==> config.mk <==
export PLATFORM = sky130hd
export DESIGN_NAME = edge_node_report_sequencer
export DESIGN_NICKNAME = d
export VERILOG_FILES = /design/src/rtl/enrs_pkg.sv /design/src/rtl/edge_node_report_sequencer.sv
export SDC_FILE = /design/constraint.sdc
export NUM_CORES = 1
export LEC_CHECK = 0
export BUFFER_PORTS_ARGS = -buffer_cell sky130_fd_sc_hd__clkbuf_2
export CORE_MARGIN = 8
export CORE_UTILIZATION = 50
export CTS_CLUSTER_SIZE = 25
export DETAILED_ROUTE_END_ITERATION = 10
export GPL_TIMING_DRIVEN = 0
export PLACE_DENSITY_LB_ADDON = 0.1
export SYNTH_ARGS = -nofsm -noshare
export SYNTH_HDL_FRONTEND = slang
export SYNTH_SLANG_ARGS = --single-unit
export TNS_END_PERCENT = 100
==> constraint.sdc <==
create_clock -name clk -period 13.2 [get_ports clk]
set_input_delay 3.96 -clock clk [delete_from_list [all_inputs] [get_ports clk]]
set_output_delay 3.96 -clock clk [all_outputs]
set_load 0.05 [all_outputs]
==> src/rtl/enrs_pkg.sv <==
`default_nettype none

package enrs_pkg;

    // input word kinds
    localparam logic [2:0] KIND_TICK        = 3'd0;
    localparam logic [2:0] KIND_COMMAND     = 3'd1;
    localparam logic [2:0] KIND_LINK_UP     = 3'd2;
    localparam logic [2:0] KIND_LINK_DOWN   = 3'd3;
    localparam logic [2:0] KIND_BIRTH_SENT  = 3'd4;
    localparam logic [2:0] KIND_DATA_SENT   = 3'd5;
    localparam logic [2:0] KIND_DEATH_REQ   = 3'd6;

    // report topics
    localparam logic [1:0] TOPIC_NONE  = 2'd0;
    localparam logic [1:0] TOPIC_BIRTH = 2'd1;
    localparam logic [1:0] TOPIC_DATA  = 2'd2;
    localparam logic [1:0] TOPIC_DEATH = 2'd3;

    // birth/death sequence wraps to zero once it is above this value
    localparam logic [7:0] BD_SEQ_TOP = 8'd254;

    localparam logic [31:0] SCAN_PERIOD_RESET = 32'd1000;

    typedef enum logic [3:0] {
        ST_NOT_DUE    = 4'd0,
        ST_BIRTH      = 4'd1,
        ST_HIST_BIRTH = 4'd2,
        ST_BIRTH_FAIL = 4'd3,
        ST_UNCHANGED  = 4'd4,
        ST_DATA       = 4'd5,
        ST_HIST_DATA  = 4'd6,
        ST_DATA_FAIL  = 4'd7,
        ST_DEATH      = 4'd8,
        ST_DEATH_FAIL = 4'd9,
        ST_CMD_OK     = 4'd10,
        ST_CMD_FAIL   = 4'd11,
        ST_DONE       = 4'd12
    } status_t;

    typedef struct packed {
        logic [2:0]  kind;
        logic [63:0] now;
        logic        tags_changed;
        logic        build_ok;
        logic        rebirth_request;
    } event_t;

    typedef struct packed {
        status_t     status;
        logic [1:0]  topic;
        logic [7:0]  seq_number;
        logic [7:0]  bd_seq_number;
        logic [63:0] report_time;
    } report_t;

endpackage

`default_nettype wire

==> src/rtl/edge_node_report_sequencer.sv <==
`default_nettype none

// channel | direction | handshake           | word
// --------+-----------+---------------------+---------------------------
// in      | input     | in_valid / in_stall | enrs_pkg::event_t
// out     | output    | out_valid/out_stall | enrs_pkg::report_t
// cfg     | input     | cfg_valid/cfg_ready | scan_period, 32 bits
//
// one event word per cycle sustained while out_stall is low; an event
// goes through the input register, then the result register, before its
// result is valid
// the decision and all state updates happen in one pass between the two
// registers, so each event sees the state left by the one before it
// rst_n clears the node state and scan_period returns to 1000
// an out_stall holds the result register and backs up into in_stall

module edge_node_report_sequencer (
    input  wire logic              clk,
    input  wire logic              rst_n,
    input  wire logic              in_valid,
    output logic                   in_stall,
    input  wire enrs_pkg::event_t  in_data,
    output logic                   out_valid,
    input  wire logic              out_stall,
    output enrs_pkg::report_t      out_data,
    input  wire logic              cfg_valid,
    output logic                   cfg_ready,
    input  wire logic [31:0]       cfg_data
);

    // pipeline registers and the next result word
    logic               s1_valid_reg;
    enrs_pkg::event_t   s1_item_reg;
    logic               out_valid_reg;
    enrs_pkg::report_t  out_reg;
    enrs_pkg::report_t  report_next;

    // node state
    logic [31:0] scan_period_reg;
    logic [63:0] last_scan_time_reg, last_scan_time_next;
    logic        force_scan_reg, force_scan_next;
    logic        changed_reg, changed_next;
    logic [7:0]  msg_seq_reg, msg_seq_next;
    logic [7:0]  bd_seq_reg, bd_seq_next;
    logic        birth_done_reg, birth_done_next;
    logic        link_up_reg, link_up_next;
    logic        rebirth_reg, rebirth_next;

    logic        out_load;
    logic        s1_fire;
    logic [63:0] elapsed;
    logic        scan_due;

    // handshake control
    assign out_load  = !out_valid_reg || !out_stall;
    assign s1_fire   = s1_valid_reg && out_load;
    assign in_stall  = s1_valid_reg && !out_load;
    assign out_valid = out_valid_reg;
    assign out_data  = out_reg;
    assign cfg_ready = !s1_valid_reg;

    // scan due test
    assign elapsed  = s1_item_reg.now - last_scan_time_reg;
    assign scan_due = force_scan_reg || (last_scan_time_reg == 64'd0)
                      || (elapsed >= {32'd0, scan_period_reg});

    // event decode and state update
    always_comb
    begin
        last_scan_time_next = last_scan_time_reg;
        force_scan_next     = force_scan_reg;
        changed_next        = changed_reg;
        msg_seq_next        = msg_seq_reg;
        bd_seq_next         = bd_seq_reg;
        birth_done_next     = birth_done_reg;
        link_up_next        = link_up_reg;
        rebirth_next        = rebirth_reg;
        report_next.status  = enrs_pkg::ST_DONE;
        report_next.topic   = enrs_pkg::TOPIC_NONE;

        case (s1_item_reg.kind)
            enrs_pkg::KIND_TICK:
            begin
                if (!scan_due)
                begin
                    report_next.status = enrs_pkg::ST_NOT_DUE;
                end
                else
                begin
                    force_scan_next     = 1'b0;
                    changed_next        = s1_item_reg.tags_changed;
                    last_scan_time_next = s1_item_reg.now;
                    if (rebirth_reg || !birth_done_reg)
                    begin
                        rebirth_next = 1'b0;
                        msg_seq_next = 8'd0;
                        if (s1_item_reg.build_ok)
                        begin
                            report_next.status = link_up_reg ? enrs_pkg::ST_BIRTH
                                                             : enrs_pkg::ST_HIST_BIRTH;
                            report_next.topic  = enrs_pkg::TOPIC_BIRTH;
                        end
                        else
                        begin
                            report_next.status = enrs_pkg::ST_BIRTH_FAIL;
                        end
                    end
                    else if (!s1_item_reg.tags_changed)
                    begin
                        report_next.status = enrs_pkg::ST_UNCHANGED;
                    end
                    else if (s1_item_reg.build_ok)
                    begin
                        report_next.status = link_up_reg ? enrs_pkg::ST_DATA
                                                         : enrs_pkg::ST_HIST_DATA;
                        report_next.topic  = enrs_pkg::TOPIC_DATA;
                    end
                    else
                    begin
                        report_next.status = enrs_pkg::ST_DATA_FAIL;
                    end
                end
            end
            enrs_pkg::KIND_COMMAND:
            begin
                force_scan_next = 1'b1;
                if (s1_item_reg.build_ok)
                begin
                    if (s1_item_reg.rebirth_request)
                    begin
                        rebirth_next = 1'b1;
                    end
                    report_next.status = enrs_pkg::ST_CMD_OK;
                end
                else
                begin
                    report_next.status = enrs_pkg::ST_CMD_FAIL;
                end
            end
            enrs_pkg::KIND_LINK_UP:
            begin
                link_up_next = 1'b1;
                if (birth_done_reg)
                begin
                    rebirth_next = 1'b1;
                end
            end
            enrs_pkg::KIND_LINK_DOWN:
            begin
                link_up_next = 1'b0;
            end
            enrs_pkg::KIND_BIRTH_SENT:
            begin
                birth_done_next = 1'b1;
                msg_seq_next    = msg_seq_reg + 8'd1;
            end
            enrs_pkg::KIND_DATA_SENT:
            begin
                msg_seq_next = msg_seq_reg + 8'd1;
            end
            enrs_pkg::KIND_DEATH_REQ:
            begin
                if (birth_done_reg)
                begin
                    bd_seq_next = (bd_seq_reg > enrs_pkg::BD_SEQ_TOP) ? 8'd0
                                                                      : bd_seq_reg + 8'd1;
                end
                if (s1_item_reg.build_ok)
                begin
                    report_next.status = enrs_pkg::ST_DEATH;
                    report_next.topic  = enrs_pkg::TOPIC_DEATH;
                end
                else
                begin
                    report_next.status = enrs_pkg::ST_DEATH_FAIL;
                end
            end
            default:
            begin
                report_next.status = enrs_pkg::ST_DONE;
            end
        endcase

        report_next.seq_number    = msg_seq_next;
        report_next.bd_seq_number = bd_seq_next;
        report_next.report_time   = (report_next.topic != enrs_pkg::TOPIC_NONE)
                                    ? s1_item_reg.now : 64'd0;
    end

    // input register
    always_ff @(posedge clk or negedge rst_n)
    begin
        if (!rst_n)
        begin
            s1_valid_reg <= 1'b0;
        end
        else if (!in_stall)
        begin
            s1_valid_reg <= in_valid;
        end
    end

    always_ff @(posedge clk)
    begin
        if (in_valid && !in_stall)
        begin
            s1_item_reg <= in_data;
        end
    end

    // result register
    always_ff @(posedge clk or negedge rst_n)
    begin
        if (!rst_n)
        begin
            out_valid_reg <= 1'b0;
        end
        else if (out_load)
        begin
            out_valid_reg <= s1_valid_reg;
        end
    end

    always_ff @(posedge clk)
    begin
        if (s1_fire)
        begin
            out_reg <= report_next;
        end
    end

    // node state and configuration
    always_ff @(posedge clk or negedge rst_n)
    begin
        if (!rst_n)
        begin
            scan_period_reg    <= enrs_pkg::SCAN_PERIOD_RESET;
            last_scan_time_reg <= 64'd0;
            force_scan_reg     <= 1'b0;
            changed_reg        <= 1'b0;
            msg_seq_reg        <= 8'd0;
            bd_seq_reg         <= 8'd0;
            birth_done_reg     <= 1'b0;
            link_up_reg        <= 1'b0;
            rebirth_reg        <= 1'b0;
        end
        else
        begin
            if (cfg_valid && cfg_ready)
            begin
                scan_period_reg <= cfg_data;
            end
            if (s1_fire)
            begin
                last_scan_time_reg <= last_scan_time_next;
                force_scan_reg     <= force_scan_next;
                changed_reg        <= changed_next;
                msg_seq_reg        <= msg_seq_next;
                bd_seq_reg         <= bd_seq_next;
                birth_done_reg     <= birth_done_next;
                link_up_reg        <= link_up_next;
                rebirth_reg        <= rebirth_next;
            end
        end
    end

    // checks on the decision logic and the pipeline
    a_stall_only_when_full: assert property (@(posedge clk) disable iff (!rst_n)
        in_stall |-> (s1_valid_reg && out_valid_reg && out_stall))
        else $error("input stalled while the pipeline can move");

    a_death_topic: assert property (@(posedge clk) disable iff (!rst_n)
        out_valid_reg |-> ((out_reg.topic == enrs_pkg::TOPIC_DEATH)
                           == (out_reg.status == enrs_pkg::ST_DEATH)))
        else $error("death topic and death status disagree");

    a_birth_seq_zero: assert property (@(posedge clk) disable iff (!rst_n)
        (out_valid_reg && out_reg.topic == enrs_pkg::TOPIC_BIRTH)
        |-> (out_reg.seq_number == 8'd0))
        else $error("birth report without a zeroed sequence number");

    a_no_report_no_time: assert property (@(posedge clk) disable iff (!rst_n)
        (out_valid_reg && out_reg.topic == enrs_pkg::TOPIC_NONE)
        |-> (out_reg.report_time == 64'd0))
        else $error("report time set with no report");

    a_seq_follows_state: assert property (@(posedge clk) disable iff (!rst_n)
        s1_fire |=> (out_reg.seq_number == msg_seq_reg
                     && out_reg.bd_seq_number == bd_seq_reg))
        else $error("result counters differ from the node state");

endmodule

`default_nettype wire

**Word-level counts from Yosys, hierarchy flattened**

Cells that the tools add are included.
Widths: inputs -> output; s select.

- $add $sub $neg: 3
- Multiply operators: 0
- Divide/modulo/power cells: 0
- $lt $le $gt $ge: 2
- Equality and inequality tests: 11
- Shifts and indexed selects: 0
- Multiplexer cells: 31
- Bitwise logic cells: 0
- Reductions and logical operators: 26

Operators by type and width:

| cell | count |
|---|---|
| $ge 64x32->1 | 1 |
| $logic_not 64->1 | 1 |
| $sub 64x64->64 | 1 |
| $mux 8 | 5 |
| $mux 2 | 9 |
| $add 8x1->8 const B | 2 |
| $pmux 8 s2 | 1 |
| $pmux 4 s3 | 1 |
| $ne 2x2->1 const B | 5 |
| $eq 3x3->1 const B | 3 |
| $mux 1 | 9 |
| $gt 8x8->1 const B | 1 |
| $reduce_and 7->1 | 1 |
| $eq 3x2->1 const B | 2 |
| $logic_not 1->1 | 6 |
| $mux 6 | 1 |
| $reduce_and 3->1 | 2 |
| $reduce_bool 2->1 | 3 |
| $logic_and 1x1->1 | 4 |
| $logic_or 1x1->1 | 4 |
| $mux 4 | 1 |
| $pmux 1 s2 | 2 |
| $pmux 2 s2 | 1 |
| $reduce_and 2->1 | 2 |
| 5 further kinds | 5 |

- Flip-flop bits (word level): 274
- Latch bits: 0
- Bits in writable memories: 0
- Bits in read-only memories: 0
- Input port bits: 107
- Output and inout bits: 89
- Word-level logic and storage cells: 93
- Memories kept: 0

**Logic depth before layout (Yosys ltp)**

Gate-level depths: netlist of run 1.

- Depth in word-level cells: 7
- Gate-level depth with buffers: 26
- Depth with buffers taken out: 24

**Worst setup path before layout of run 1**

Ideal clock, no wire load.

- Path kind: input to output
- Start: input out_stall
- End: output in_stall
- Arrival time: 4,397 ps
- Data required time: 9,240 ps
- Setup slack: 4,843 ps
- Cell stages on the path: 2
- Buffers on the path: 0
- Cells stage by stage: nand3_1 -> inv_1

- Word-level cells in the longest chain between the ends: 4

Ends and longest elaborated chain:

| what | line | source |
|---|---|---|
| start, declared | edge_node_report_sequencer.sv:24 | `input wire logic out_stall,` |
| $logic_not 1->1 | edge_node_report_sequencer.sv:55 | `assign out_load = !out_valid_reg \|\| !out_stall;` |
| $logic_or 1x1->1 | edge_node_report_sequencer.sv:55 |  |
| $logic_not 1->1 | edge_node_report_sequencer.sv:57 | `assign in_stall = s1_valid_reg && !out_load;` |
| $logic_and 1x1->1 | edge_node_report_sequencer.sv:57 |  |
| end, declared | edge_node_report_sequencer.sv:21 | `output logic in_stall,` |

Every way passes these cells.

**Final worst setup path of run 1**

Ends and elaborated chain as after synthesis.

==> results.ini, run 1 <==
[final_layout]
stdcell_area_um2=18200
postLayoutCoreUtil_pct=58.1
largest_reg_flops=86
layout_commonest_cell=nand2_1
layout_common_cells=nand2_1 (207), clkbuf_2 (194), edfxtp_1 (156), nor2_1 (142), dfrtp_1 (112)
syn_to_final_growth_pct=15.9
nNetsFinal=2012
insertedDiodeCount=0
drive_gt1_share_pct=19.4

[floorplan]
pin_count=196
coreArea_um2=31200
die_area_um2=37200
initial_core_util_pct=50.2
die_y_um=193
die_w_um=193
rows=65

[timing]
post-route-period-util_pct=64.6
setup_viol=0
min_period_ns=8.52
hold_viol_final=0
grt_setup_unrepaired=no
clock_skew_ns=0.0192
max_freq_mhz=117
setup_slack_ns=4.68
fin_setup_tns_ns=0
max_slew.worst_pin.slew_ns=1.06
relSlewSlack_pct=28.1
final_max_slew_viol_count=0

[yosys]
ys_seq_elements=274
synth_edf_count=156
syn_nets=1782
ys_types=72
yosysWarnings=0
async_reset_ff_share_pct=43.1
postSynthAreaPerCell_um2=9.94
synthFlopType=edfxtp_1
ys_seq_area_share_pct=48.8
netlist_area_um2=15700
synthCells=1576

[routing]
drt_first_iter_violations=716
ant_nets=0
vias_per_cell=5.61
route.vias.total=12500
firstDrtPassIters=5
totalWireLength_mm=42.9
drc=0
routedWlPerCell_um=19.2

[worst_setup_path]
worst_r2r_path_depth=23
start_kind=primary input
worstPathArrival_ns=4.56
critPathMaxFanout=3
path_class=primary input to output port
worst_ep_required_time_ns=9.24
rr_startpoint=s1_item_reg[6]
reg2reg_slack_ns=5.40
end_kind=output port
reg2reg_to=out_data[53]

[global_route]
grt_pass1_vias=12600
overflow=0
grt_max_degree=68
grt_pass1_wl_mm=67.9
track_usage_pct=23.1
antenna_found_initial=2

[hold_path]
holdPathStages=2
worstHoldStart=link_up_reg
min_path_type=flip-flop to flip-flop
holdPathEnd=link_up_reg

[placement]
routabilityCongestion=0.935
dpl_cell_area_um2=17200
io_buffers=195
dp_hpwl_mm=33.8
pre_cts_ws_ns=4.67

[cts]
cts_tree=yes
cts-buffers-inserted=30
clock_path_buffers=3
htreeDepth=1
postCtsSetupBuffers=0
holdBufCountCts=0
clk_latency_ns=0.56
cts_resized=0
clkSinkCount=274
cts_root_buffer=clkbuf_16
cts.reportedPaths.clkPinSlew_ns=0.06

[power]
p_per_area_nw_per_um2=179
irDropWorstVdd_uv=112
power_leakage_nw=7.72

[outcome]
run_status=completed

[job]
maxCapViolCount=0

## worst max-delay path: stages
cell	delay, ns
clkbuf_2	0.09
nand3_1	0.15
inv_1	0.09
clkbuf_2	0.27
## where the power goes
group / leakage, nW / total (mW) / switching (mW) / internal (mW)
Combinational: 4.32 / 1.33 / 0.838 / 0.490
Clock: 0.440 / 0.781 / 0.333 / 0.448
Sequential: 2.95 / 1.14 / 0.0963 / 1.05
## worst max path at each step
stage,start,endpoint,slack [ns],depth (start not counted)
after floorplan,out_stall,in_stall,4.84,2
after detailed placement,out_stall,in_stall,4.67,4
after CTS,out_stall,in_stall,4.67,4
after global placement,out_stall,msg_seq_reg[2],3.89,8
final,out_stall,in_stall,4.68,4
after global routing,out_stall,in_stall,4.62,4
## cell type report
cell class / count / area, um2
buffer: 64 / 282
clock buffer: 46 / 861
clock inverter: 10 / 67.6
fill: 2818 / 13100
inverter: 109 / 409
multi-input combinational: 1129 / 7340
sequential: 274 / 7640
tap: 402 / 503
timing repair buffer: 198 / 1050
## stage by stage
stage	cells	hold WS, ns	power (mW)
3_5_place_dp	2176	0.507	2.47
6_report	2232	0.527	3.25
2_1_floorplan	1576	0.462	2.10
4_1_cts	2232	0.520	3.26
5_1_grt	2232	0.552	3.47
3_3_place_gp	2173	0.484	2.45
## cells in the mapped netlist, types with 8 or more instances
cell type    n  share of area [%]
xnor2_1     29                1.6
nor3_1      23               0.73
o21a_1      26                1.2
mux2_2      66                4.7
xor2_1      26                1.5
nor4_1      24               0.96
nand2_1    207                5.0
a31oi_1      9               0.36
inv_1      109                2.6
o211ai_1     8               0.38
edfxtp_1   156                 30
nor2_1     142                3.4
nor2b_1      8               0.32
or3_1        9               0.36
nand2b_1    11               0.44
clkbuf_1    44                1.1
a21oi_1    102                3.3
dfrtp_1    112                 18
ha_1        98                7.8
a211oi_1    10               0.48
nand4_1     48                1.9
nand3_1     21               0.67
a21o_1      32                1.5
o21ai_0    111                3.5
o31ai_1     11               0.53
buf_2       18               0.58
## logic make-up (layout without fill, tap and decap cells)
| kind of cell | count (synthesis) | count (layout) | share of synthesized area (%) |
|---|---|---|---|
| multiplexers | 77 | 77 | 5.61 |
| flip-flops | 274 | 274 | 48.8 |
| AO/OA/AOI/OAI | 371 | 371 | 14.8 |
| AND/OR/NAND/NOR | 527 | 527 | 15.4 |
| adder cells (fa/ha/maj) | 99 | 99 | 7.96 |
| buffers and inverters | 173 | 427 | 4.38 |
| XOR/XNOR | 55 | 55 | 3.08 |
## layer usage
layer | share of wire (%) | GRT usage, % | vias to the layer above
met5 | 0 | 0 | -
met4 | 2.0 | 5.68 | 0
met3 | 5.1 | 3.36 | 47
met2 | 47 | 38.5 | 309
met1 | 46 | 31.4 | 6020
li1 | - | - | 6136
Note: power is estimated with default switching activity, not from simulation.
==> inputs of run 2 (changes only) <==
- clock period: 13.2 -> 7.3 ns (I/O delays scaled with it)
==> run 2 against run 1 <==
- first-iteration DRC count is 7.5% higher
- power up 81%
- count of clock-buffer cells in the layout unchanged
- register-to-register slack got worse by 5.2 ns
- hold slack got worse by 0.0031 ns
- non-clock buffer count rose by 2
- sequential cell count did not move
- via count up 0.52%
- critical endpoint is now out_data[53]
- largest cell class unchanged
- largest power group unchanged
==> results.ini, run 2 (synthesis gave the netlist of run 1 again) <==
[final_layout]
nNetsFinal=2014
register_area_um2=7640
insertedDiodeCount=0
layout_commonest_cell=nand2_1
largest_reg_flops=86
syn_to_final_growth_pct=16.1
multiInputGateArea_um2=7360
postLayoutCoreUtil_pct=58.3
drive_gt1_share_pct=19.7
layout_common_cells=nand2_1 (207), clkbuf_2 (194), edfxtp_1 (156), nor2_1 (142), dfrtp_1 (112)
fillers=2817

[timing]
post-route-period-util_pct=96.6
min_period_ns=7.05
max_freq_mhz=142
max_slew.worst_pin.slew_ns=1.06
setup_viol=0
final_max_slew_viol_count=0
relSlewSlack_pct=28.1
clock_skew_ns=0.0205
grt_setup_unrepaired=no
hold_viol_final=0

[floorplan]
rows=65
die_area_um2=37200
coreArea_um2=31200
die_w_um=193
initial_core_util_pct=50.2
pin_count=196
die_y_um=193

[worst_setup_path]
path_class=flip-flop to flip-flop
end_kind=flip-flop
worst_ep_required_time_ns=7.60
critPathMaxFanout=10
slowest_stage=a211oi_1
critPathTopFamily=simple AND/OR/NAND/NOR gates
crit_chain=ha_1, nor2b_1, o2111ai_1, a211oi_1, nor3_4, nand2b_1, nand2b_1, a21oi_1, xnor2_1, ha_1, a21o_1, a21o_1, a2111oi_2, o211ai_1, or4_1, or4_1, nor4_1, nand4_1, nor4_4, o31a_1, clkbuf_4, buf_2, nor2_1
crit_buf_inv=2
worstPathArrival_ns=7.35
worst_path_largest_cell_delay_ns=0.62
start_kind=flip-flop

[routing]
firstDrtPassIters=5
vias_per_cell=5.63
ant_nets=0
drc=0
route.vias.total=12600
routedWlPerCell_um=19.3
drt_first_iter_violations=770
totalWireLength_mm=43.1

[placement]
dp_hpwl_mm=33.8
io_buffers=195
routabilityCongestion=0.935

[global_route]
overflow=0
grt_pass1_wl_mm=68.0
grt_pass1_vias=12600
antenna_found_initial=0
grt_max_degree=68
track_usage_pct=23.1

[power]
p_total_mw=5.90
power_leakage_nw=7.73
irDropWorstVdd_uv=202
p_per_area_nw_per_um2=324

[outcome]
run_status=completed

[cts]
cts_tree=yes
cts-buffers-inserted=30
clkSinkCount=274
cts_root_buffer=clkbuf_16
clock_path_buffers=3
clk_latency_ns=0.56
htreeDepth=1
cts.reportedPaths.clkPinSlew_ns=0.06

[job]
maxCapViolCount=0

[hold_path]
min_path_type=flip-flop to flip-flop

run 2: changes by cell type in the layout (fill, tap and decap cells not counted), sizes merged:
| cell | previous run | this run |
|---|---|---|
| buf | 23 | 24 |
| clkbuf | 285 | 286 |
run 2: worst paths after layout:
| check | from | endpoint | slack, ns | cells after the start |
|---|---|---|---|---|
| worst max register to register | s1_item_reg[4] | out_data[53] | 0.25 | 23 |
| worst min-delay path | scan_period_reg[0] | scan_period_reg[0] | 0.52 | 1 |
| worst max-delay path | s1_item_reg[4] | out_data[53] | 0.25 | 23 |
| worst min register to register | scan_period_reg[0] | scan_period_reg[0] | 0.52 | 1 |
| min in group asynchronous | rst_n | scan_period_reg[1] | 1.57 | 1 |
| max in group asynchronous | rst_n | msg_seq_reg[5] | 5.01 | 2 |
run 2: repair_timing:
action / in CTS / in global routing
gates resized for setup: 2 / 4
hold buffers: 0 / 0
buffers inserted: 2 / 0
endpoints found under the setup margin: 123 / 116
pin swaps: 1 / 0
run 2: area by class of cell:
cell class | count | area share (%)
sequential | 274 | 42.0
inverter | 109 | 2.25
clock inverter | 10 | 0.371
clock buffer | 46 | 4.73
tap | 402 | 2.76
multi-input combinational | 1129 | 40.4
timing repair buffer | 200 | 5.87
buffer | 64 | 1.56
run 2: report_power, final:
part | internal [mW] | switching (mW)
sequential | 1.89 | 0.175
combinational | 0.892 | 1.53
clock | 0.810 | 0.602
run 2: per-layer routing:
layer / vias to the layer above / routed length, um / global-route usage, %
li1: 6145 / - / -
met1: 6064 / 19800 / 31.5
met2: 317 / 20300 / 38.5
met3: 51 / 2160 / 3.26
met4: 0 / 872 / 5.74
met5: - / 0 / 0
run 2: through the flow:
stage	instance area, um2	hold slack (ns)	setup TNS [ns]	cells	worst slack [ns]
2_1_floorplan	15700	0.462	0	1576	1.43
3_3_place_gp	17100	0.484	-18.00	2173	-0.289
3_5_place_dp	17200	0.507	-15.50	2176	-0.284
4_1_cts	18200	0.520	0	2234	0.171
5_1_grt	18200	0.552	0	2234	0.0475
6_report	18200	0.523	0	2234	0.250
run 2: worst register-to-register path: stages, from the launching register on:
cell and delay, ns:
edfxtp_1 0.46, ha_1 0.31, nor2b_1 0.16, o2111ai_1 0.22, a211oi_1 0.62, nor3_4 0.13, nand2b_1 0.19, nand2b_1 0.14
a21oi_1 0.13, xnor2_1 0.23, ha_1 0.29, a21o_1 0.19, a21o_1 0.21, a2111oi_2 0.46, o211ai_1 0.16, or4_1 0.53
or4_1 0.52, nor4_1 0.45, nand4_1 0.27, nor4_4 0.27, o31a_1 0.18, clkbuf_4 0.30, buf_2 0.29, nor2_1 0.08
